--- src/sv/owts_pkg.sv ---
// Package for the one-wire temperature sensor master.
// Holds the sequencer phases, codes, register defaults and the shared structs.
// No dependencies.
`default_nettype none

package owts_pkg;

    // Bus sequencer phases
    typedef enum logic [3:0] {
        PH_IDLE,
        PH_RST_LOW,
        PH_RST_WAIT,
        PH_RST_RECOVER,
        PH_SLOT_START,
        PH_SLOT_ZERO,
        PH_SLOT_SAMPLE,
        PH_SLOT_HOLD,
        PH_SLOT_RECOVER
    } t_phase;

    // Action codes of an input word
    localparam logic [2:0] ACT_TICK    = 3'd0;
    localparam logic [2:0] ACT_SET_RES = 3'd1;
    localparam logic [2:0] ACT_CONVERT = 3'd2;
    localparam logic [2:0] ACT_POLL    = 3'd3;
    localparam logic [2:0] ACT_READ    = 3'd4;

    // Status codes
    localparam logic [1:0] ST_OK          = 2'd0;
    localparam logic [1:0] ST_BAD_RES     = 2'd1;
    localparam logic [1:0] ST_NO_PRESENCE = 2'd2;

    // Bus command bytes
    localparam logic [7:0] CMD_SKIP_ROM  = 8'hCC;
    localparam logic [7:0] CMD_WRITE_PAD = 8'h4E;
    localparam logic [7:0] CMD_CONVERT   = 8'h44;
    localparam logic [7:0] CMD_READ_PAD  = 8'hBE;

    // Legal resolution range
    localparam logic [3:0] RES_MIN = 4'd9;
    localparam logic [3:0] RES_MAX = 4'd12;

    // Configuration port geometry and register indexes
    localparam int CFG_IDX_W  = 3;
    localparam int CFG_DATA_W = 10;

    localparam logic [CFG_IDX_W-1:0] CFG_RESET_LOW_TIME = 3'd0;
    localparam logic [CFG_IDX_W-1:0] CFG_PRESENCE_WAIT  = 3'd1;
    localparam logic [CFG_IDX_W-1:0] CFG_RESET_RECOVER  = 3'd2;
    localparam logic [CFG_IDX_W-1:0] CFG_START_LOW      = 3'd3;
    localparam logic [CFG_IDX_W-1:0] CFG_SAMPLE_DELAY   = 3'd4;
    localparam logic [CFG_IDX_W-1:0] CFG_SAMPLE_HOLD    = 3'd5;
    localparam logic [CFG_IDX_W-1:0] CFG_ZERO_LOW       = 3'd6;
    localparam logic [CFG_IDX_W-1:0] CFG_RECOVERY       = 3'd7;

    // Register reset values
    localparam logic [9:0] DEF_RESET_LOW_TIME = 10'd480;
    localparam logic [7:0] DEF_PRESENCE_WAIT  = 8'd64;
    localparam logic [9:0] DEF_RESET_RECOVER  = 10'd416;
    localparam logic [3:0] DEF_START_LOW      = 4'd2;
    localparam logic [5:0] DEF_SAMPLE_DELAY   = 6'd10;
    localparam logic [6:0] DEF_SAMPLE_HOLD    = 7'd50;
    localparam logic [6:0] DEF_ZERO_LOW       = 7'd60;
    localparam logic [5:0] DEF_RECOVERY       = 6'd2;

    // Timing registers as seen by the sequencer
    typedef struct packed {
        logic [9:0] reset_low_time;
        logic [7:0] presence_wait;
        logic [9:0] reset_recover;
        logic [3:0] start_low;
        logic [5:0] sample_delay;
        logic [6:0] sample_hold;
        logic [6:0] zero_low;
        logic [5:0] recovery;
    } t_cfg;

    // One result word
    typedef struct packed {
        logic               drive_low;
        logic               busy_res;
        logic               done_res;
        logic [1:0]         status;
        logic               ready_bit;
        logic signed [15:0] raw_temperature;
        logic signed [11:0] whole_degrees;
    } t_result;

endpackage

`default_nettype wire

--- src/sv/owts_ifs.sv ---
// Channel interfaces of the one-wire temperature sensor master.
// Depends on owts_pkg for the configuration port widths.
`default_nettype none


interface owts_out_if;
    logic               valid;
    logic               ready;
    logic               drive_low;
    logic               busy_res;
    logic               done_res;
    logic [1:0]         status;
    logic               ready_bit;
    logic signed [15:0] raw_temperature;
    logic signed [11:0] whole_degrees;

    modport source (output valid, drive_low, busy_res, done_res, status, ready_bit,
                    raw_temperature, whole_degrees, input ready);
    modport sink   (input valid, drive_low, busy_res, done_res, status, ready_bit,
                    raw_temperature, whole_degrees, output ready);
endinterface


`default_nettype wire

--- src/sv/owts_obuf.sv ---
// Two-word result buffer of the one-wire temperature sensor master.
// Depends on owts_pkg and owts_out_if.
`default_nettype none

module owts_obuf
    import owts_pkg::*;
(
    input  wire logic    i_clk,
    input  wire logic    i_rst_n,
    input  wire logic    i_push,
    input  wire t_result i_result,
    output logic      o_space,
    owts_out_if.source o_res
);

    t_result    r_mem [2];
    logic       r_wr_ptr;
    logic       r_rd_ptr;
    logic [1:0] r_count;
    logic       pop;
    t_result    head;

    assign pop     = o_res.valid && o_res.ready;
    assign o_space = (r_count != 2'd2) || pop;

    // Store a pushed word
    always_ff @(posedge i_clk) begin
        if (i_push) begin
            r_mem[r_wr_ptr] <= i_result;
        end
    end

    // Track fill level and pointers
    always_ff @(posedge i_clk) begin
        if (!i_rst_n) begin
            r_wr_ptr <= 1'b0;
            r_rd_ptr <= 1'b0;
            r_count  <= 2'd0;
        end else begin
            if (i_push) begin
                r_wr_ptr <= ~r_wr_ptr;
            end
            if (pop) begin
                r_rd_ptr <= ~r_rd_ptr;
            end
            case ({i_push, pop})
                2'b10:   r_count <= r_count + 2'd1;
                2'b01:   r_count <= r_count - 2'd1;
                default: r_count <= r_count;
            endcase
        end
    end

    // Present the oldest word
    assign head                  = r_mem[r_rd_ptr];
    assign o_res.valid           = (r_count != 2'd0);
    assign o_res.drive_low       = head.drive_low;
    assign o_res.busy_res        = head.busy_res;
    assign o_res.done_res        = head.done_res;
    assign o_res.status          = head.status;
    assign o_res.ready_bit       = head.ready_bit;
    assign o_res.raw_temperature = head.raw_temperature;
    assign o_res.whole_degrees   = head.whole_degrees;

endmodule

`default_nettype wire

--- src/flat_wrapper.sv ---
// flat-port wrapper written by rule: the top's interface ports become plain ports
module owts_obuf_flat import owts_pkg::*;
  (i_clk, i_rst_n, i_push, i_result, o_space, o_res_valid, o_res_drive_low, o_res_busy_res, o_res_done_res, o_res_status, o_res_ready_bit, o_res_raw_temperature, o_res_whole_degrees, o_res_ready);
  owts_out_if o_res_i ();
  input  wire logic i_clk;
  input  wire logic i_rst_n;
  input  wire logic i_push;
  input  wire t_result i_result;
  output logic o_space;
  output wire logic [$bits(o_res_i.valid)-1:0] o_res_valid;
  output wire logic [$bits(o_res_i.drive_low)-1:0] o_res_drive_low;
  output wire logic [$bits(o_res_i.busy_res)-1:0] o_res_busy_res;
  output wire logic [$bits(o_res_i.done_res)-1:0] o_res_done_res;
  output wire logic [$bits(o_res_i.status)-1:0] o_res_status;
  output wire logic [$bits(o_res_i.ready_bit)-1:0] o_res_ready_bit;
  output wire logic [$bits(o_res_i.raw_temperature)-1:0] o_res_raw_temperature;
  output wire logic [$bits(o_res_i.whole_degrees)-1:0] o_res_whole_degrees;
  input wire logic [$bits(o_res_i.ready)-1:0] o_res_ready;
  assign o_res_valid = o_res_i.valid;
  assign o_res_drive_low = o_res_i.drive_low;
  assign o_res_busy_res = o_res_i.busy_res;
  assign o_res_done_res = o_res_i.done_res;
  assign o_res_status = o_res_i.status;
  assign o_res_ready_bit = o_res_i.ready_bit;
  assign o_res_raw_temperature = o_res_i.raw_temperature;
  assign o_res_whole_degrees = o_res_i.whole_degrees;
  assign o_res_i.ready = o_res_ready;
  owts_obuf u_core (.i_clk(i_clk), .i_rst_n(i_rst_n), .i_push(i_push), .i_result(i_result), .o_space(o_space), .o_res(o_res_i));
endmodule
--- config.mk ---
export PLATFORM = sky130hd
export DESIGN_NAME = owts_obuf_flat
export DESIGN_NICKNAME = d
export VERILOG_FILES = /design/src/sv/owts_pkg.sv /design/src/sv/owts_ifs.sv /design/src/sv/owts_obuf.sv /design/src/flat_wrapper.sv
export SDC_FILE = /design/constraint.sdc
export NUM_CORES = 1
export LEC_CHECK = 0
export BUFFER_PORTS_ARGS = -buffer_cell sky130_fd_sc_hd__buf_2
export CORE_MARGIN = 10
export CORE_UTILIZATION = 51
export DETAILED_ROUTE_END_ITERATION = 12
export PLACE_DENSITY_LB_ADDON = 0.05
export SYNTH_ARGS = -nofsm -noshare
export SYNTH_HDL_FRONTEND = slang
export SYNTH_SLANG_ARGS = --single-unit
--- constraint.sdc ---
create_clock -name i_clk -period 3.05 [get_ports i_clk]
set_input_delay 0.1525 -clock i_clk [delete_from_list [all_inputs] [get_ports i_clk]]
set_output_delay 0.1525 -clock i_clk [all_outputs]
set_load 0.005 [all_outputs]
# Yosys cells after proc, flatten, opt, wreduce, memory -nomap -nowiden
# Memories as Yosys holds them, arrays and structs flattened. A register that Yosys moved wholly into a read port is not among the register bits.
# Cells that the tools add are included.
# totals
regBits	4
ram_bits	68
in_bits	38
output_inout_bits	36
word_cells	20
memories	1
# classes
addsub	2
eq_ne	3
n_mux	5
bitwise_logic	2
n_reduce_logical	4
# mem_list
memory	words	width	rd	rd_clocked_by_memory_dff	write_ports	line	source
u_core.r_mem	2	34	1	1	1	owts_obuf.sv:16	t_result r_mem [2];
# op_table
op	n
$mux 1	4
$pmux 2 s2	1
$reduce_bool 2->1	2
$add 2x1->2 const B	1
$eq 2x1->1 const B	1
$eq 2x2->1 const B	1
$ne 2x2->1 const B	1
$not 1->1	2
$sub 2x1->2 const B	1
$logic_and 1x1->1	1
$logic_or 1x1->1	1

# Longest topological paths before layout
# depth
depth_word	4
ltp_mapped	5
mapped_depth_nobuf	5

# Least setup slack after synthesis
# No wires, ideal clock.
# synth_timing
path_kind	reg2reg
from	reg u_core.r_wr_ptr
to	mem u_core.r_mem[0][0] (netlist name), enable pin
setup_ns	0.427
arrival_ns	1.778
required_ns	2.623
slack_ns	0.845
stages_incl_launch_ff	2
path_buffers	0
synth_period_minus_slack_ns	2.205
path_cell_list	dfxtp_1 > nor2_1
# synth_rtl
element	line	source
from (decl)	owts_obuf.sv:17	logic r_wr_ptr;
from (signal assigned)	owts_obuf.sv:41	r_wr_ptr <= ~r_wr_ptr;
to (decl)	owts_obuf.sv:16	
# No word-level cell before the write port.

==> impl_results.md <==
* Cell area after synthesis at 0.00267 sq mm
* Die height at 92.4 um
* First-pass GRT wire length at 7980 um
* Setup Viol. Count Final at 0
* Longest Clk Path Bufs at 2
* GRT Total Usage at 0.122
* Die X at 92.4 um
* CTS tree: yes
* Largest net degree at the start of global routing at 36
* Clk network pwr share at 0.290
* Crit-path leading delay family: flip-flops
* Hold Path Stages at 1
* Drt via density at 4.77
* RePlAce Congestion at 0.689
* Post-synthesis sequential area ratio at 0.802
* Worst Clk Skew at 6.82 ps
* Post-synthesis cell type count at 16
* #FFs+latches synth at 73
* CP bufs+invs at 1
* Switching share of power at 0.242
* Setup TNS Final at 0 ps
* Starting density of the core at 0.523
* Number of I/O port buffers at 73
* Worst setup path category: flip-flop to output pin
* Hpwl dp at 3380 um
* Nets at 266
* Syn avg cell area at 20.5 sq um
* Endpoints failing hold at 0
* Clock root buffer: clkbuf_8
* Slew HR at 0.331
* Cell-internal power at 0.00182 W
* Crit end category: output pin
* Commonest non-fill, non-tap cell in the layout: buf_2
* Synth Instances at 130
* Antenna violations before repair at 0
* Row cnt at 26
* Register area at 0.00214 sq mm
* Max-slew violations at 0
* Psw at 0.000580 W
* Antenna-violating nets left at 0
* Setup Buffers After CTS at 0
* Non-Filler Instances at 302
* CTS Buf Count at 9
* Area grow syn2layout at 29.9%
* Grt total ovfl at 0
* DR WL/cell at 16.8 um
* Total core area at 0.00511 sq mm
* Via count at 1,440
* Max Clk Rate at 528 MHz
* Synth warn at 0
* Reg-to-Reg Start: u_core.r_wr_ptr
* Share of cells above drive strength 1 at 0.534
* Die area at 0.00853 sq mm
* Hold Path Sink: u_core.r_mem[0][13]
* Syn nets at 169
* Fill cells at 361
* Gate power share at 0.183
* Setup slack, reg-to-reg at 1530 ps
* Placed insts at 269
* Worst-skew pair later-pin latency at 330 ps
* Htree depth at 3
* Max-cap check violation count at 0
* Resize count post-CTS at 0
* Worst EP arrival at 1740 ps
* Final min period at 1890 ps
* Crit share post-route at 0.621
* HP Start: i_result[13]
* Most frequent cells in the layout: 73 x buf_2, 68 x edfxtp_1, 34 x mux2_2, 17 x dlygate4sd3_1, 9 x clkbuf_8
* R2r endpoint: u_core.r_mem[0][21]
* Cells along the critical path: mux2_2 > buf_2
* CP max stage delay at 850 ps
* Pwr Total at 0.00240 W
* Startpoint Class: flip-flop
* CP max stage cell: dfxtp_2
* CTS Sinks at 73
* IO Pins at 74
* Final wirelength at 5080 um
* RSZ-0062 raised after global routing: no
* DRT Pass-1 Iters at 4
* Sequential share of power at 0.527
* Number of global-route vias before repair at 1,622
* # hold bufs at CTS at 15
* 1st-iter DRT viols at 56
* HP Class: input pin to flip-flop
* LEAKAGE at 1.30 nW
* Area of the multi-input gates at 513 sq um
* Inserted Diodes at 0
* Actual slew at the worst max-slew pin at 1000 ps
* Status: completed
* Pwr per Cell Area at 692 mW/mm^2
* CP Data Required Time at 2900 ps
* Number of remaining DRC errors at 0
* Critical-path maximum fanout at 34
* Worst vdd ir at 0.425 mV
* CTS clk-pin slew, worst paths at 70 ps
* Worst reg2reg path depth at 1
[worst max-delay path by stage]
stage	start	to	slack [ps]	depth (start not counted)
after floorplan	u_core.r_wr_ptr	u_core.r_mem[0][0]	840	1
after global placement	flip-flop	o_res_busy_res	1520	2
after detailed placement	flip-flop	o_res_busy_res	1480	2
after CTS	flip-flop	o_res_raw_temperature[13]	1110	2
after global routing	flip-flop	o_res_raw_temperature[13]	1050	2
final	flip-flop	o_res_raw_temperature[0]	1160	2
[through the flow]
step | hold WS [ps] | instance area [sq um] | util | setup slack, ps
3_5_place_dp | 344 | 3110 | 0.610 | 1480
6_report | 15.7 | 3470 | 0.679 | 1160
5_1_grt | 0.354 | 3470 | 0.679 | 1050
4_1_cts | 1.61 | 3450 | 0.675 | 1110
3_3_place_gp | 340 | 3110 | 0.610 | 1520
2_1_floorplan | 251 | 2670 | - | 845
[cell families (layout without fill, tap and decap cells)]
kind of cell / after synthesis / after routing / synth area share
adder cells (fa/ha/maj): 1 / 1 / 0.00469
AND/OR/NAND/NOR: 10 / 10 / 0.0206
flip-flops: 73 / 73 / 0.802
multiplexers: 34 / 34 / 0.143
buffers and inverters: 5 / 107 / 0.00890
AO/OA/AOI/OAI: 4 / 4 / 0.0103
XOR/XNOR: 3 / 3 / 0.00984
[synth_stat cells]
cell	instances	area, sq um
and2_1	2	12.5
inv_1	1	3.75
dfxtp_1	5	100
a21boi_1	1	7.51
buf_2	4	20.0
xnor2_1	3	26.3
nor2b_1	3	18.8
ha_1	1	12.5
or2_2	1	6.26
nor2_1	2	7.51
o21a_1	2	15.0
o21ai_0	1	5.00
mux2_2	34	383
edfxtp_1	68	2040
nand2_1	1	3.75
or3_1	1	6.26
[power groups by stage]
| stage | logic [W] | registers, W | clock network [W] |
|---|---|---|---|
| finish | 0.000439 | 0.00126 | 0.000696 |
| global route | 0.000484 | 0.00128 | 0.000753 |
| CTS | 0.000449 | 0.00127 | 0.000711 |
| detailed placement | 0.000430 | 0.00129 | 0 |
| global placement | 0.000419 | 0.00128 | 0 |
| floorplan | 0.000314 | 0.00121 | 0 |
[state kept, by name, indices dropped and copies added (netlist names), named ones only]
signal,count
u_core.r_mem,68
u_core.r_count,2
u_core.r_rd_ptr,1
u_core.r_wr_ptr,1
[cell type report]
type	instances	share of cell area
multi-input cells	52	0.148
inverters	1	0.00108
well taps	70	0.0253
clock buffers	9	0.0357
clock inverters	7	0.0177
flip-flops and latches	73	0.618
repair buffers	90	0.154
[layer usage]
layer	vias to the layer above	part of all wire	track usage
li1	700	-	-
met4	0	0.0075	0.0617
met3	3	0.077	0.0468
met1	685	0.39	0.127
met2	52	0.52	0.212
met5	-	0	0
(Power assumes the default switching activity.)
