===== src/sv/owts_pkg.sv =====
// Package for the one-wire temperature sensor master.
// Holds the sequencer phases, codes, register defaults and the shared structs.
// No dependencies.
`default_nettype none

package owts_pkg;

    // Bus sequencer phases
    typedef enum logic [3:0] {
        PH_IDLE,
        PH_RST_LOW,
        PH_RST_WAIT,
        PH_RST_RECOVER,
        PH_SLOT_START,
        PH_SLOT_ZERO,
        PH_SLOT_SAMPLE,
        PH_SLOT_HOLD,
        PH_SLOT_RECOVER
    } t_phase;

    // Action codes of an input word
    localparam logic [2:0] ACT_TICK    = 3'd0;
    localparam logic [2:0] ACT_SET_RES = 3'd1;
    localparam logic [2:0] ACT_CONVERT = 3'd2;
    localparam logic [2:0] ACT_POLL    = 3'd3;
    localparam logic [2:0] ACT_READ    = 3'd4;

    // Status codes
    localparam logic [1:0] ST_OK          = 2'd0;
    localparam logic [1:0] ST_BAD_RES     = 2'd1;
    localparam logic [1:0] ST_NO_PRESENCE = 2'd2;

    // Bus command bytes
    localparam logic [7:0] CMD_SKIP_ROM  = 8'hCC;
    localparam logic [7:0] CMD_WRITE_PAD = 8'h4E;
    localparam logic [7:0] CMD_CONVERT   = 8'h44;
    localparam logic [7:0] CMD_READ_PAD  = 8'hBE;

    // Legal resolution range
    localparam logic [3:0] RES_MIN = 4'd9;
    localparam logic [3:0] RES_MAX = 4'd12;

    // Configuration port geometry and register indexes
    localparam int CFG_IDX_W  = 3;
    localparam int CFG_DATA_W = 10;

    localparam logic [CFG_IDX_W-1:0] CFG_RESET_LOW_TIME = 3'd0;
    localparam logic [CFG_IDX_W-1:0] CFG_PRESENCE_WAIT  = 3'd1;
    localparam logic [CFG_IDX_W-1:0] CFG_RESET_RECOVER  = 3'd2;
    localparam logic [CFG_IDX_W-1:0] CFG_START_LOW      = 3'd3;
    localparam logic [CFG_IDX_W-1:0] CFG_SAMPLE_DELAY   = 3'd4;
    localparam logic [CFG_IDX_W-1:0] CFG_SAMPLE_HOLD    = 3'd5;
    localparam logic [CFG_IDX_W-1:0] CFG_ZERO_LOW       = 3'd6;
    localparam logic [CFG_IDX_W-1:0] CFG_RECOVERY       = 3'd7;

    // Register reset values
    localparam logic [9:0] DEF_RESET_LOW_TIME = 10'd480;
    localparam logic [7:0] DEF_PRESENCE_WAIT  = 8'd64;
    localparam logic [9:0] DEF_RESET_RECOVER  = 10'd416;
    localparam logic [3:0] DEF_START_LOW      = 4'd2;
    localparam logic [5:0] DEF_SAMPLE_DELAY   = 6'd10;
    localparam logic [6:0] DEF_SAMPLE_HOLD    = 7'd50;
    localparam logic [6:0] DEF_ZERO_LOW       = 7'd60;
    localparam logic [5:0] DEF_RECOVERY       = 6'd2;

    // Timing registers as seen by the sequencer
    typedef struct packed {
        logic [9:0] reset_low_time;
        logic [7:0] presence_wait;
        logic [9:0] reset_recover;
        logic [3:0] start_low;
        logic [5:0] sample_delay;
        logic [6:0] sample_hold;
        logic [6:0] zero_low;
        logic [5:0] recovery;
    } t_cfg;

    // One result word
    typedef struct packed {
        logic               drive_low;
        logic               busy_res;
        logic               done_res;
        logic [1:0]         status;
        logic               ready_bit;
        logic signed [15:0] raw_temperature;
        logic signed [11:0] whole_degrees;
    } t_result;

endpackage

`default_nettype wire


===== src/sv/owts_ifs.sv =====
// Channel interfaces of the one-wire temperature sensor master.
// Depends on owts_pkg for the configuration port widths.
`default_nettype none

interface owts_in_if;
    logic       valid;
    logic       ready;
    logic [2:0] action;
    logic [3:0] resolution;
    logic       line_level;

    modport source (output valid, action, resolution, line_level, input ready);
    modport sink   (input valid, action, resolution, line_level, output ready);
endinterface


`default_nettype wire


===== src/sv/owts_seq.sv =====
// Bus sequencer of the one-wire temperature sensor master: input register,
// one-tick state update and result formation. Depends on owts_pkg, owts_in_if.
`default_nettype none

module owts_seq
    import owts_pkg::*;
(
    input  wire logic i_clk,
    input  wire logic i_rst_n,
    input  wire t_cfg i_cfg,
    owts_in_if.sink   i_item,
    input  wire logic i_space,
    output logic      o_push,
    output t_result   o_result
);

    // Input register
    logic       r_in_valid;
    logic [2:0] r_action;
    logic [3:0] r_resolution;
    logic       r_line;

    // Sequencer state
    t_phase     r_phase,    n_phase;
    logic [9:0] r_time,     n_time;
    logic [2:0] r_bit_cnt,  n_bit_cnt;
    logic [7:0] r_shift,    n_shift;
    logic [2:0] r_step,     n_step;
    logic [2:0] r_cmd,      n_cmd;
    logic [15:0] r_temp,    n_temp;
    logic [3:0] r_res_use,  n_res_use;
    logic [1:0] r_status,   n_status;
    logic       r_ready,    n_ready;
    logic [3:0] r_pend_res, n_pend_res;
    logic       r_perr,     n_perr;
    logic       r_slot_bit, n_slot_bit;
    logic       r_reading,  n_reading;

    logic        n_done;
    logic        drive;
    logic        do_next;
    logic [7:0]  shifted;
    logic [3:0]  res_off;
    logic signed [15:0] quot;
    logic        round_up;

    // Phase length; a zero register counts as one microsecond
    function automatic logic [9:0] phase_time(input t_phase ph, input t_cfg c);
        logic [9:0] v;
        case (ph)
            PH_RST_LOW:      v = c.reset_low_time;
            PH_RST_WAIT:     v = {2'b0, c.presence_wait};
            PH_RST_RECOVER:  v = c.reset_recover;
            PH_SLOT_START:   v = {6'b0, c.start_low};
            PH_SLOT_ZERO:    v = {3'b0, c.zero_low};
            PH_SLOT_SAMPLE:  v = {4'b0, c.sample_delay};
            PH_SLOT_HOLD:    v = {3'b0, c.sample_hold};
            PH_SLOT_RECOVER: v = {4'b0, c.recovery};
            default:         v = 10'd0;
        endcase
        return (v == 10'd0) ? 10'd1 : v;
    endfunction

    // Advance the input register when the result can be handed on
    assign o_push       = r_in_valid && i_space;
    assign i_item.ready = !r_in_valid || o_push;

    always_ff @(posedge i_clk) begin
        if (!i_rst_n) begin
            r_in_valid <= 1'b0;
        end else if (i_item.ready) begin
            r_in_valid <= i_item.valid;
        end
    end

    always_ff @(posedge i_clk) begin
        if (i_item.ready && i_item.valid) begin
            r_action     <= i_item.action;
            r_resolution <= i_item.resolution;
            r_line       <= i_item.line_level;
        end
    end

    // One microsecond of bus sequencing
    always_comb begin
        n_phase    = r_phase;
        n_time     = r_time;
        n_bit_cnt  = r_bit_cnt;
        n_shift    = r_shift;
        n_step     = r_step;
        n_cmd      = r_cmd;
        n_temp     = r_temp;
        n_res_use  = r_res_use;
        n_status   = r_status;
        n_ready    = r_ready;
        n_pend_res = r_pend_res;
        n_perr     = r_perr;
        n_slot_bit = r_slot_bit;
        n_reading  = r_reading;
        n_done     = 1'b0;
        drive      = 1'b0;
        do_next    = 1'b0;
        shifted    = 8'd0;
        res_off    = 4'd0;

        // Take a command when idle
        if (r_phase == PH_IDLE && r_action >= ACT_SET_RES && r_action <= ACT_READ) begin
            if (r_action == ACT_SET_RES &&
                (r_resolution < RES_MIN || r_resolution > RES_MAX)) begin
                n_status = ST_BAD_RES;
                n_done   = 1'b1;
                n_phase  = PH_IDLE;
                n_time   = 10'd0;
            end else begin
                n_cmd      = r_action;
                n_pend_res = r_resolution;
                n_step     = 3'd0;
                n_perr     = 1'b0;
                if (r_action == ACT_POLL) begin
                    n_reading  = 1'b1;
                    n_slot_bit = 1'b1;
                    n_phase    = PH_SLOT_START;
                end else begin
                    n_phase = PH_RST_LOW;
                end
                n_time = phase_time(n_phase, i_cfg);
            end
        end

        // Count down the current phase and move on at its end
        if (n_phase != PH_IDLE) begin
            drive  = (n_phase == PH_RST_LOW) || (n_phase == PH_SLOT_START) ||
                     (n_phase == PH_SLOT_ZERO);
            n_time = n_time - 10'd1;
            if (n_time == 10'd0) begin
                case (n_phase)
                    PH_RST_LOW: begin
                        n_phase = PH_RST_WAIT;
                        n_time  = phase_time(PH_RST_WAIT, i_cfg);
                    end
                    PH_RST_WAIT: begin
                        n_perr  = r_line;
                        n_phase = PH_RST_RECOVER;
                        n_time  = phase_time(PH_RST_RECOVER, i_cfg);
                    end
                    PH_RST_RECOVER: begin
                        if (n_perr || !r_line) begin
                            n_status = ST_NO_PRESENCE;
                            n_done   = 1'b1;
                            n_phase  = PH_IDLE;
                            n_time   = 10'd0;
                        end else begin
                            n_step  = 3'd0;
                            do_next = 1'b1;
                        end
                    end
                    PH_SLOT_START: begin
                        n_phase = n_slot_bit ? PH_SLOT_SAMPLE : PH_SLOT_ZERO;
                        n_time  = phase_time(n_phase, i_cfg);
                    end
                    PH_SLOT_ZERO, PH_SLOT_HOLD: begin
                        n_phase = PH_SLOT_RECOVER;
                        n_time  = phase_time(PH_SLOT_RECOVER, i_cfg);
                    end
                    PH_SLOT_SAMPLE: begin
                        n_slot_bit = r_line;
                        n_phase    = PH_SLOT_HOLD;
                        n_time     = phase_time(PH_SLOT_HOLD, i_cfg);
                    end
                    PH_SLOT_RECOVER: begin
                        if (n_cmd == ACT_POLL) begin
                            // Poll ends after its single read slot
                            n_ready  = n_slot_bit;
                            n_status = ST_OK;
                            n_done   = 1'b1;
                            n_phase  = PH_IDLE;
                            n_time   = 10'd0;
                        end else begin
                            shifted   = n_reading ? {n_slot_bit, n_shift[7:1]}
                                                  : {1'b0, n_shift[7:1]};
                            n_shift   = shifted;
                            n_bit_cnt = n_bit_cnt + 3'd1;
                            if (n_bit_cnt != 3'd0) begin
                                n_slot_bit = n_reading ? 1'b1 : shifted[0];
                                n_phase    = PH_SLOT_START;
                                n_time     = phase_time(PH_SLOT_START, i_cfg);
                            end else begin
                                // Byte complete: store read data, go to next byte
                                if (n_reading) begin
                                    if (n_step == 3'd2) begin
                                        n_temp[7:0] = shifted;
                                    end else begin
                                        n_temp[15:8] = shifted;
                                    end
                                end
                                n_step  = n_step + 3'd1;
                                do_next = 1'b1;
                            end
                        end
                    end
                    default: begin
                        n_phase = PH_IDLE;
                        n_time  = 10'd0;
                    end
                endcase
            end
        end

        // Pick the next byte of the command, or finish
        if (do_next) begin
            res_off = n_pend_res - RES_MIN;
            n_bit_cnt = 3'd0;
            n_phase   = PH_SLOT_START;
            n_time    = phase_time(PH_SLOT_START, i_cfg);
            n_reading = 1'b0;
            if (n_step == 3'd0) begin
                n_shift = CMD_SKIP_ROM;
            end else if (n_cmd == ACT_SET_RES) begin
                case (n_step)
                    3'd1:       n_shift = CMD_WRITE_PAD;
                    3'd2, 3'd3: n_shift = 8'h00;
                    3'd4:       n_shift = {1'b0, res_off[1:0], 5'b0};
                    default: begin
                        n_res_use = n_pend_res;
                        n_phase   = PH_IDLE;
                    end
                endcase
            end else if (n_cmd == ACT_CONVERT) begin
                if (n_step == 3'd1) begin
                    n_shift = CMD_CONVERT;
                end else begin
                    n_phase = PH_IDLE;
                end
            end else begin
                case (n_step)
                    3'd1: n_shift = CMD_READ_PAD;
                    3'd2, 3'd3: begin
                        n_shift   = 8'h00;
                        n_reading = 1'b1;
                    end
                    default: n_phase = PH_IDLE;
                endcase
            end
            if (n_phase == PH_IDLE) begin
                // Command complete
                n_reading = r_reading;
                n_shift   = shifted;
                n_status  = ST_OK;
                n_done    = 1'b1;
                n_time    = 10'd0;
            end else begin
                n_slot_bit = n_reading ? 1'b1 : n_shift[0];
            end
        end
    end

    // Commit the state when the word moves on
    always_ff @(posedge i_clk) begin
        if (!i_rst_n) begin
            r_phase    <= PH_IDLE;
            r_time     <= 10'd0;
            r_bit_cnt  <= 3'd0;
            r_shift    <= 8'd0;
            r_step     <= 3'd0;
            r_cmd      <= 3'd0;
            r_temp     <= 16'd0;
            r_res_use  <= 4'd0;
            r_status   <= ST_OK;
            r_ready    <= 1'b0;
            r_pend_res <= 4'd0;
            r_perr     <= 1'b0;
            r_slot_bit <= 1'b0;
            r_reading  <= 1'b0;
        end else if (o_push) begin
            r_phase    <= n_phase;
            r_time     <= n_time;
            r_bit_cnt  <= n_bit_cnt;
            r_shift    <= n_shift;
            r_step     <= n_step;
            r_cmd      <= n_cmd;
            r_temp     <= n_temp;
            r_res_use  <= n_res_use;
            r_status   <= n_status;
            r_ready    <= n_ready;
            r_pend_res <= n_pend_res;
            r_perr     <= n_perr;
            r_slot_bit <= n_slot_bit;
            r_reading  <= n_reading;
        end
    end

    // Whole degrees: shift, then round toward zero for negative values
    assign quot     = $signed(n_temp) >>> 4;
    assign round_up = n_temp[15] && (n_temp[3:0] != 4'd0);

    always_comb begin
        o_result.drive_low       = drive;
        o_result.busy_res        = (n_phase != PH_IDLE);
        o_result.done_res        = n_done;
        o_result.status          = n_status;
        o_result.ready_bit       = n_ready;
        o_result.raw_temperature = $signed(n_temp);
        o_result.whole_degrees   = $signed(quot[11:0] + {11'd0, round_up});
    end

endmodule

`default_nettype wire


===== src/flat_wrapper.sv =====
// flat-port wrapper written by rule: the top's interface ports become plain ports
module owts_seq_flat import owts_pkg::*;
  (i_clk, i_rst_n, i_cfg, i_space, o_push, o_result, i_item_valid, i_item_action, i_item_resolution, i_item_line_level, i_item_ready);
  owts_in_if i_item_i ();
  input  wire logic i_clk;
  input  wire logic i_rst_n;
  input  wire t_cfg i_cfg;
  input  wire logic i_space;
  output logic o_push;
  output t_result o_result;
  input wire logic [$bits(i_item_i.valid)-1:0] i_item_valid;
  input wire logic [$bits(i_item_i.action)-1:0] i_item_action;
  input wire logic [$bits(i_item_i.resolution)-1:0] i_item_resolution;
  input wire logic [$bits(i_item_i.line_level)-1:0] i_item_line_level;
  output wire logic [$bits(i_item_i.ready)-1:0] i_item_ready;
  assign i_item_i.valid = i_item_valid;
  assign i_item_i.action = i_item_action;
  assign i_item_i.resolution = i_item_resolution;
  assign i_item_i.line_level = i_item_line_level;
  assign i_item_ready = i_item_i.ready;
  owts_seq u_core (.i_clk(i_clk), .i_rst_n(i_rst_n), .i_cfg(i_cfg), .i_item(i_item_i), .i_space(i_space), .o_push(o_push), .o_result(o_result));
endmodule

===== config.mk =====
export PLATFORM = sky130hd
export DESIGN_NAME = owts_seq_flat
export DESIGN_NICKNAME = d
export VERILOG_FILES = /design/src/sv/owts_pkg.sv /design/src/sv/owts_ifs.sv /design/src/sv/owts_seq.sv /design/src/flat_wrapper.sv
export SDC_FILE = /design/constraint.sdc
export NUM_CORES = 1
export LEC_CHECK = 0
export BUFFER_PORTS_ARGS = -buffer_cell sky130_fd_sc_hd__buf_2
export CAP_MARGIN = 20
export CORE_MARGIN = 2
export CORE_UTILIZATION = 50
export DETAILED_ROUTE_END_ITERATION = 10
export PLACE_DENSITY_LB_ADDON = 0.15
export SLEW_MARGIN = 20
export SYNTH_ARGS = -nofsm -noshare
export SYNTH_HDL_FRONTEND = slang
export SYNTH_SLANG_ARGS = --single-unit

===== constraint.sdc =====
create_clock -name i_clk -period 7.48 [get_ports i_clk]
set_clock_uncertainty 0.15 [all_clocks]
set_input_delay 1.122 -clock i_clk [delete_from_list [all_inputs] [get_ports i_clk]]
set_output_delay 1.122 -clock i_clk [all_outputs]
set_load 0.1 [all_outputs]

# After elaboration in Yosys (flattened, before gate mapping)
# Cells that the tools add are included.
# classes
add_sub_neg	5
n_mul	0
div	0
order_cmp	4
n_eq_ne	36
n_shift	0
n_mux	161
bitwise_logic	0
reduce_logical	38
# ops
cell	count
$mux W10	40
$pmux W10 S8	2
$mux W8	17
$mux W16	6
$logic_not A10 Y1	9
$pmux W10 S7	1
$mux W4	16
$mux W3	18
$eq A4 B3 Y1 const B	12
$mux W1	44
$pmux W4 S7	1
$eq A4 B2 Y1 const B	6
$pmux W8 S3	1
$eq A3 B2 Y1 const B	6
$mux W2	9
$pmux W8 S2	1
$add A12 B1 Y12	1
$eq A4 B1 Y1 const B	3
$eq A4 B4 Y1 const B	3
$reduce_bool A4 Y1	3
$sub A10 B1 Y10 const B	1
$eq A3 B1 Y1 const B	3
$logic_not A4 Y1	2
$add A3 B1 Y3 const B	2
22 further kinds	37
# word_totals
register_bits	66
latchBits	0
ramBits	0
romBits	0
mem_count	0

# Logic depth before layout (Yosys ltp)
# depth
depth_word	27
mapped_depth	25

# Worst setup path before layout
# No wires, ideal clock.
# synth_path
path_kind	flip-flop to output port
from	register u_core.r_resolution[0]
to	output port o_result[7] (netlist bit)
t_arrival_ps	6329
required_ps	6208
setup_slack_ps	-121
stages_incl_launch_ff	21
n_path_buf	3
cell_sequence	edfxtp_1 or3_1 buf_2 and4_1 o21ai_1 clkbuf_1 nor2_1 a21oi_1 ha_1 nand3_1 or3_1 a21boi_2 nand4b_1 buf_2 mux2_2 ha_1 nand3_1 mux2i_1 nor3b_2 nand2_1 xnor2_1
# synth_lines
element	line_no	text
start, declared	owts_seq.sv:20	logic [3:0] r_resolution;
start signal, assigned	owts_seq.sv:79	r_resolution <= i_item.resolution;
end, declared	flat_wrapper.sv:10	output t_result o_result;

==> impl_metrics.csv <==
group,metric,value,unit
critical_path,cp.depth,21,
placed_design,dpl_worst_slack,0.522,ns
timing,finalHoldViolations,0,
die,start_util,50.8,%
placed_design,place_congestion,0.949,
global_routing,grtUsageTotal,30.6,%
routing,firstDrtPassIters,5,
critical_path,start_kind,"flip-flop",
logic_synthesis,syn_area,0.00546,mm²
clocking,htreeDepth,3,
die,fp.dieW,109,µm
routing,drt-initial-drc-count,616,
hold_path,hold_path_class,"reg2reg",
critical_path,r2r_cells,14,
hold_path,holdPathStages,2,
critical_path,required,6.21,ns
routing,vias,6238,
critical_path,endpoint_kind,"output pin",
routing,postRouteAntennaNets,0,
timing,max_slew.worst_pin.slew,0.978,ns
layout,mostFrequentLayoutCells,"nand2_1 (102), buf_2 (101), nor2_1 (71), a21oi_1 (63), dfxtp_1 (55)",
timing,relSlewSlack,34.3,%
critical_path,reg2reg_slack,2.58,ns
critical_path,crit_path_start,"u_core.r_resolution[0]$_DFFE_PP_",
routing,detail_route.vias_per_cell,6.42,
routing,wirelength,18.3,mm
critical_path,slowest_delay,0.49,ns
layout,layout_commonest_cell,"nand2_1",
clocking,clk_path_buf_depth,2,
timing,slew_viol_final,0,
timing,period_share,95.3,%
timing,setup_viol,0,
timing,setup_tns,0,ns
layout,diodes,0,
logic_synthesis,synth_seq_cells,63,
layout,layout-drive-gt1-share,20.6,%
placed_design,dp_cells,955,
critical_path,r2r-end,"u_core.r_shift[4]$_SDFFE_PN0P_",
routing,wire_per_inst,18.8,µm
critical_path,r2r-start,"u_core.r_resolution[0]$_DFFE_PP_",
pwr,vdd_ir_drop_max,111,µV
placed_design,hpwl,13.5,mm
global_routing,gr-total-overflow,0,
outcome,outcome,"complete, no violations",
critical_path,crit_path_end,"o_result[11]",
global_routing,grt_max_degree,57,
global_routing,grt_pass1_vias,5550,
clocking,cts_buffers,9,
timing,setup_ws,0.352,ns
clocking,clkLatencyLatePin,0.36,ns
layout,layout-area-overhead-vs-synth,16.2,%
job,max_cap_viol_count,0,
critical_path,worstPathCellList,"or3_1, and4_1, o21ai_1, nor2_1, a21oi_1, ha_1, nand3_1, or3_1, a21boi_4, nand4b_1, buf_4, mux2i_1, a41oi_1, ha_1, nand3_1, mux2i_1, nor3b_2, nand2_1, nor3_2, xnor2_1, buf_12",
logic_synthesis,synthArstFlopShare,0,%
clocking,clk_pin_slew,0.07,ns
clocking,cts_tree,"done",
die,pin_count,106,
layout,nets,905,
placed_design,dpl-instance-area,0.00615,mm²
layout,n_fill_cell,1027,
pwr,leakagePower,0.00275,µW
clocking,cts_root_buffer,"clkbuf_8",
placed_design,numPortBuffers,105,
layout,stdcell_count,972,
layout,fin_area,0.00634,mm²
logic_synthesis,avgSynthCellArea,7.39,µm²
logic_synthesis,yosysUniqueCellTypes,89,
die,die_h,109,µm
critical_path,path_class,"reg2out",
critical_path,crit_buf_inv,2,
logic_synthesis,ys_seq_area_share,24.6,%
global_routing,grt_pass1_wl,28.2,mm
global_routing,antenna_found_initial,0,
die,core-area,0.0107,mm²
timing,fmax,140,MHz
critical_path,worst-path-max-fanout,10,
logic_synthesis,synthCells,739,
clocking,cts.sinks,63,
routing,drc_errors,0,
die,die_area,0.0118,mm²
logic_synthesis,synth_fp_nets,817,
logic_synthesis,ys_warn_count,0,
logic_synthesis,synth_edf_count,8,
logic_synthesis,ys.flop_type,"dfxtp_1",
timing,grt_setup_unrepaired,"no",
timing,period_needed,7.13,ns
clocking,cts_hold_buffers,0,
die,rows,38,
pwr,power.density,156,mW/mm²
critical_path,arrival,5.86,ns
critical_path,crit_family,"simple AND/OR/NAND/NOR gates",
critical_path,cp_slowest_cell,"edfxtp_1",
## power breakdown
| part | internal, µW | switching, µW | leakage, µW | total, µW |
|---|---|---|---|---|
| Combinational | 107 | 244 | 0.00214 | 351 |
| Sequential | 356 | 14.4 | 0.000524 | 370 |
| Clock | 129 | 139 | 0.0000834 | 268 |
| Total | 591 | 398 | 0.00275 | 989 |
## cells in the mapped netlist, drive strengths merged, types with 5 or more instances
library cell / number / area (µm²)
mux2i: 29 / 290
xnor2: 12 / 105
a221o: 6 / 60.1
edfxtp: 8 / 240
and2: 11 / 71.3
o21ai: 49 / 249
nor2: 74 / 290
a21o: 5 / 45.0
o21a: 6 / 45.0
and3: 5 / 31.3
nand2: 102 / 383
clkbuf: 26 / 97.6
a31oi: 8 / 50.1
a211oi: 11 / 82.6
a21boi: 8 / 63.8
dfxtp: 55 / 1100
a21oi: 64 / 324
o211ai: 7 / 52.6
a32oi: 8 / 70.1
nor4: 6 / 52.6
o22ai: 6 / 43.8
a32o: 5 / 50.1
buf: 20 / 113
inv: 25 / 93.8
nor3: 22 / 120
or3: 5 / 31.3
or4: 8 / 63.8
nand4: 9 / 56.3
a221oi: 5 / 43.8
o211a: 11 / 110
nand3: 23 / 120
ha: 8 / 100
mux2: 6 / 67.6
nor3b: 5 / 42.5
o31ai: 8 / 60.1
## kinds of logic after synthesis
group | share of synthesized area [%]
xor+xnor | 2.41
flops | 24.6
mux | 6.55
fa+ha+maj | 1.83
simple gates | 26.9
buf+inv | 5.64
compound gates | 32.1
## cell type report
| type | count | area [µm²] | area share, % |
|---|---|---|---|
| inverters | 26 | 97.6 | 1.54 |
| repair buffers | 123 | 721 | 11.4 |
| clock buffers | 11 | 141 | 2.23 |
| multi-input cells | 604 | 3840 | 60.5 |
| well taps | 140 | 175 | 2.76 |
| clock inverters | 5 | 32.5 | 0.513 |
| flip-flops and latches | 63 | 1340 | 21.1 |
## what timing repair did
action / CTS / global route
setup endpoints to repair: 0 / 1
resized for setup: 0 / 3
setup buffers: 0 / 1
## worst register-to-register path, cell delays in order (launching register included)
cell and delay (ns):
edfxtp_1 0.49, or3_1 0.49, and4_1 0.26, o21ai_1 0.24
nor2_1 0.08, a21oi_1 0.26, ha_1 0.27, nand3_1 0.14
or3_1 0.49, a21boi_4 0.27, nand2_1 0.41, nor2_1 0.47
nand2_1 0.36, a32oi_1 0.30, o31ai_1 0.09
## state kept, by name, summed over array words and instances, names as in the netlist, 4 cells and up
signal	cells
u_core.r_temp	16
u_core.r_time	10
u_core.r_shift	7
u_core.r_phase	4
u_core.r_resolution	4
## how the worst min path moves through the flow
stage,start,endpoint,slack (ns)
final,u_core.r_status[1]$_SDFFE_PN0P_,u_core.r_status[1]$_SDFFE_PN0P_,0.31
after global placement,u_core.r_status[1]$_SDFFE_PN0P_,u_core.r_status[1]$_SDFFE_PN0P_,0.29
after floorplan,u_core.r_time[7]$_SDFFE_PN0P_,u_core.r_time[7]$_SDFFE_PN0P_,0.28
after detailed placement,u_core.r_status[1]$_SDFFE_PN0P_,u_core.r_status[1]$_SDFFE_PN0P_,0.30
after CTS,u_core.r_status[1]$_SDFFE_PN0P_,u_core.r_status[1]$_SDFFE_PN0P_,0.31
after global routing,u_core.r_status[1]$_SDFFE_PN0P_,u_core.r_status[1]$_SDFFE_PN0P_,0.33
## per-stage QoR
stage	total power [µW]	util (%)	hold slack, ns
global placement	715	57.3	0.293
finish	989	59.0	0.314
CTS	985	58.9	0.313
floorplan	625	-	0.282
detailed placement	718	57.3	0.304
global route	1030	59.0	0.335
## routing by layer
layer | up-vias | part of all wire, % | track usage (%) | wire, µm
met5 | - | 0 | 0 | 0
li1 | 2956 | - | - | -
met3 | 37 | 8.8 | 5.97 | 1620
met4 | 0 | 2.0 | 10.4 | 372
met2 | 331 | 45 | 48.5 | 8250
met1 | 2914 | 44 | 41.6 | 8020
Note: power is estimated with default switching activity, not from simulation.
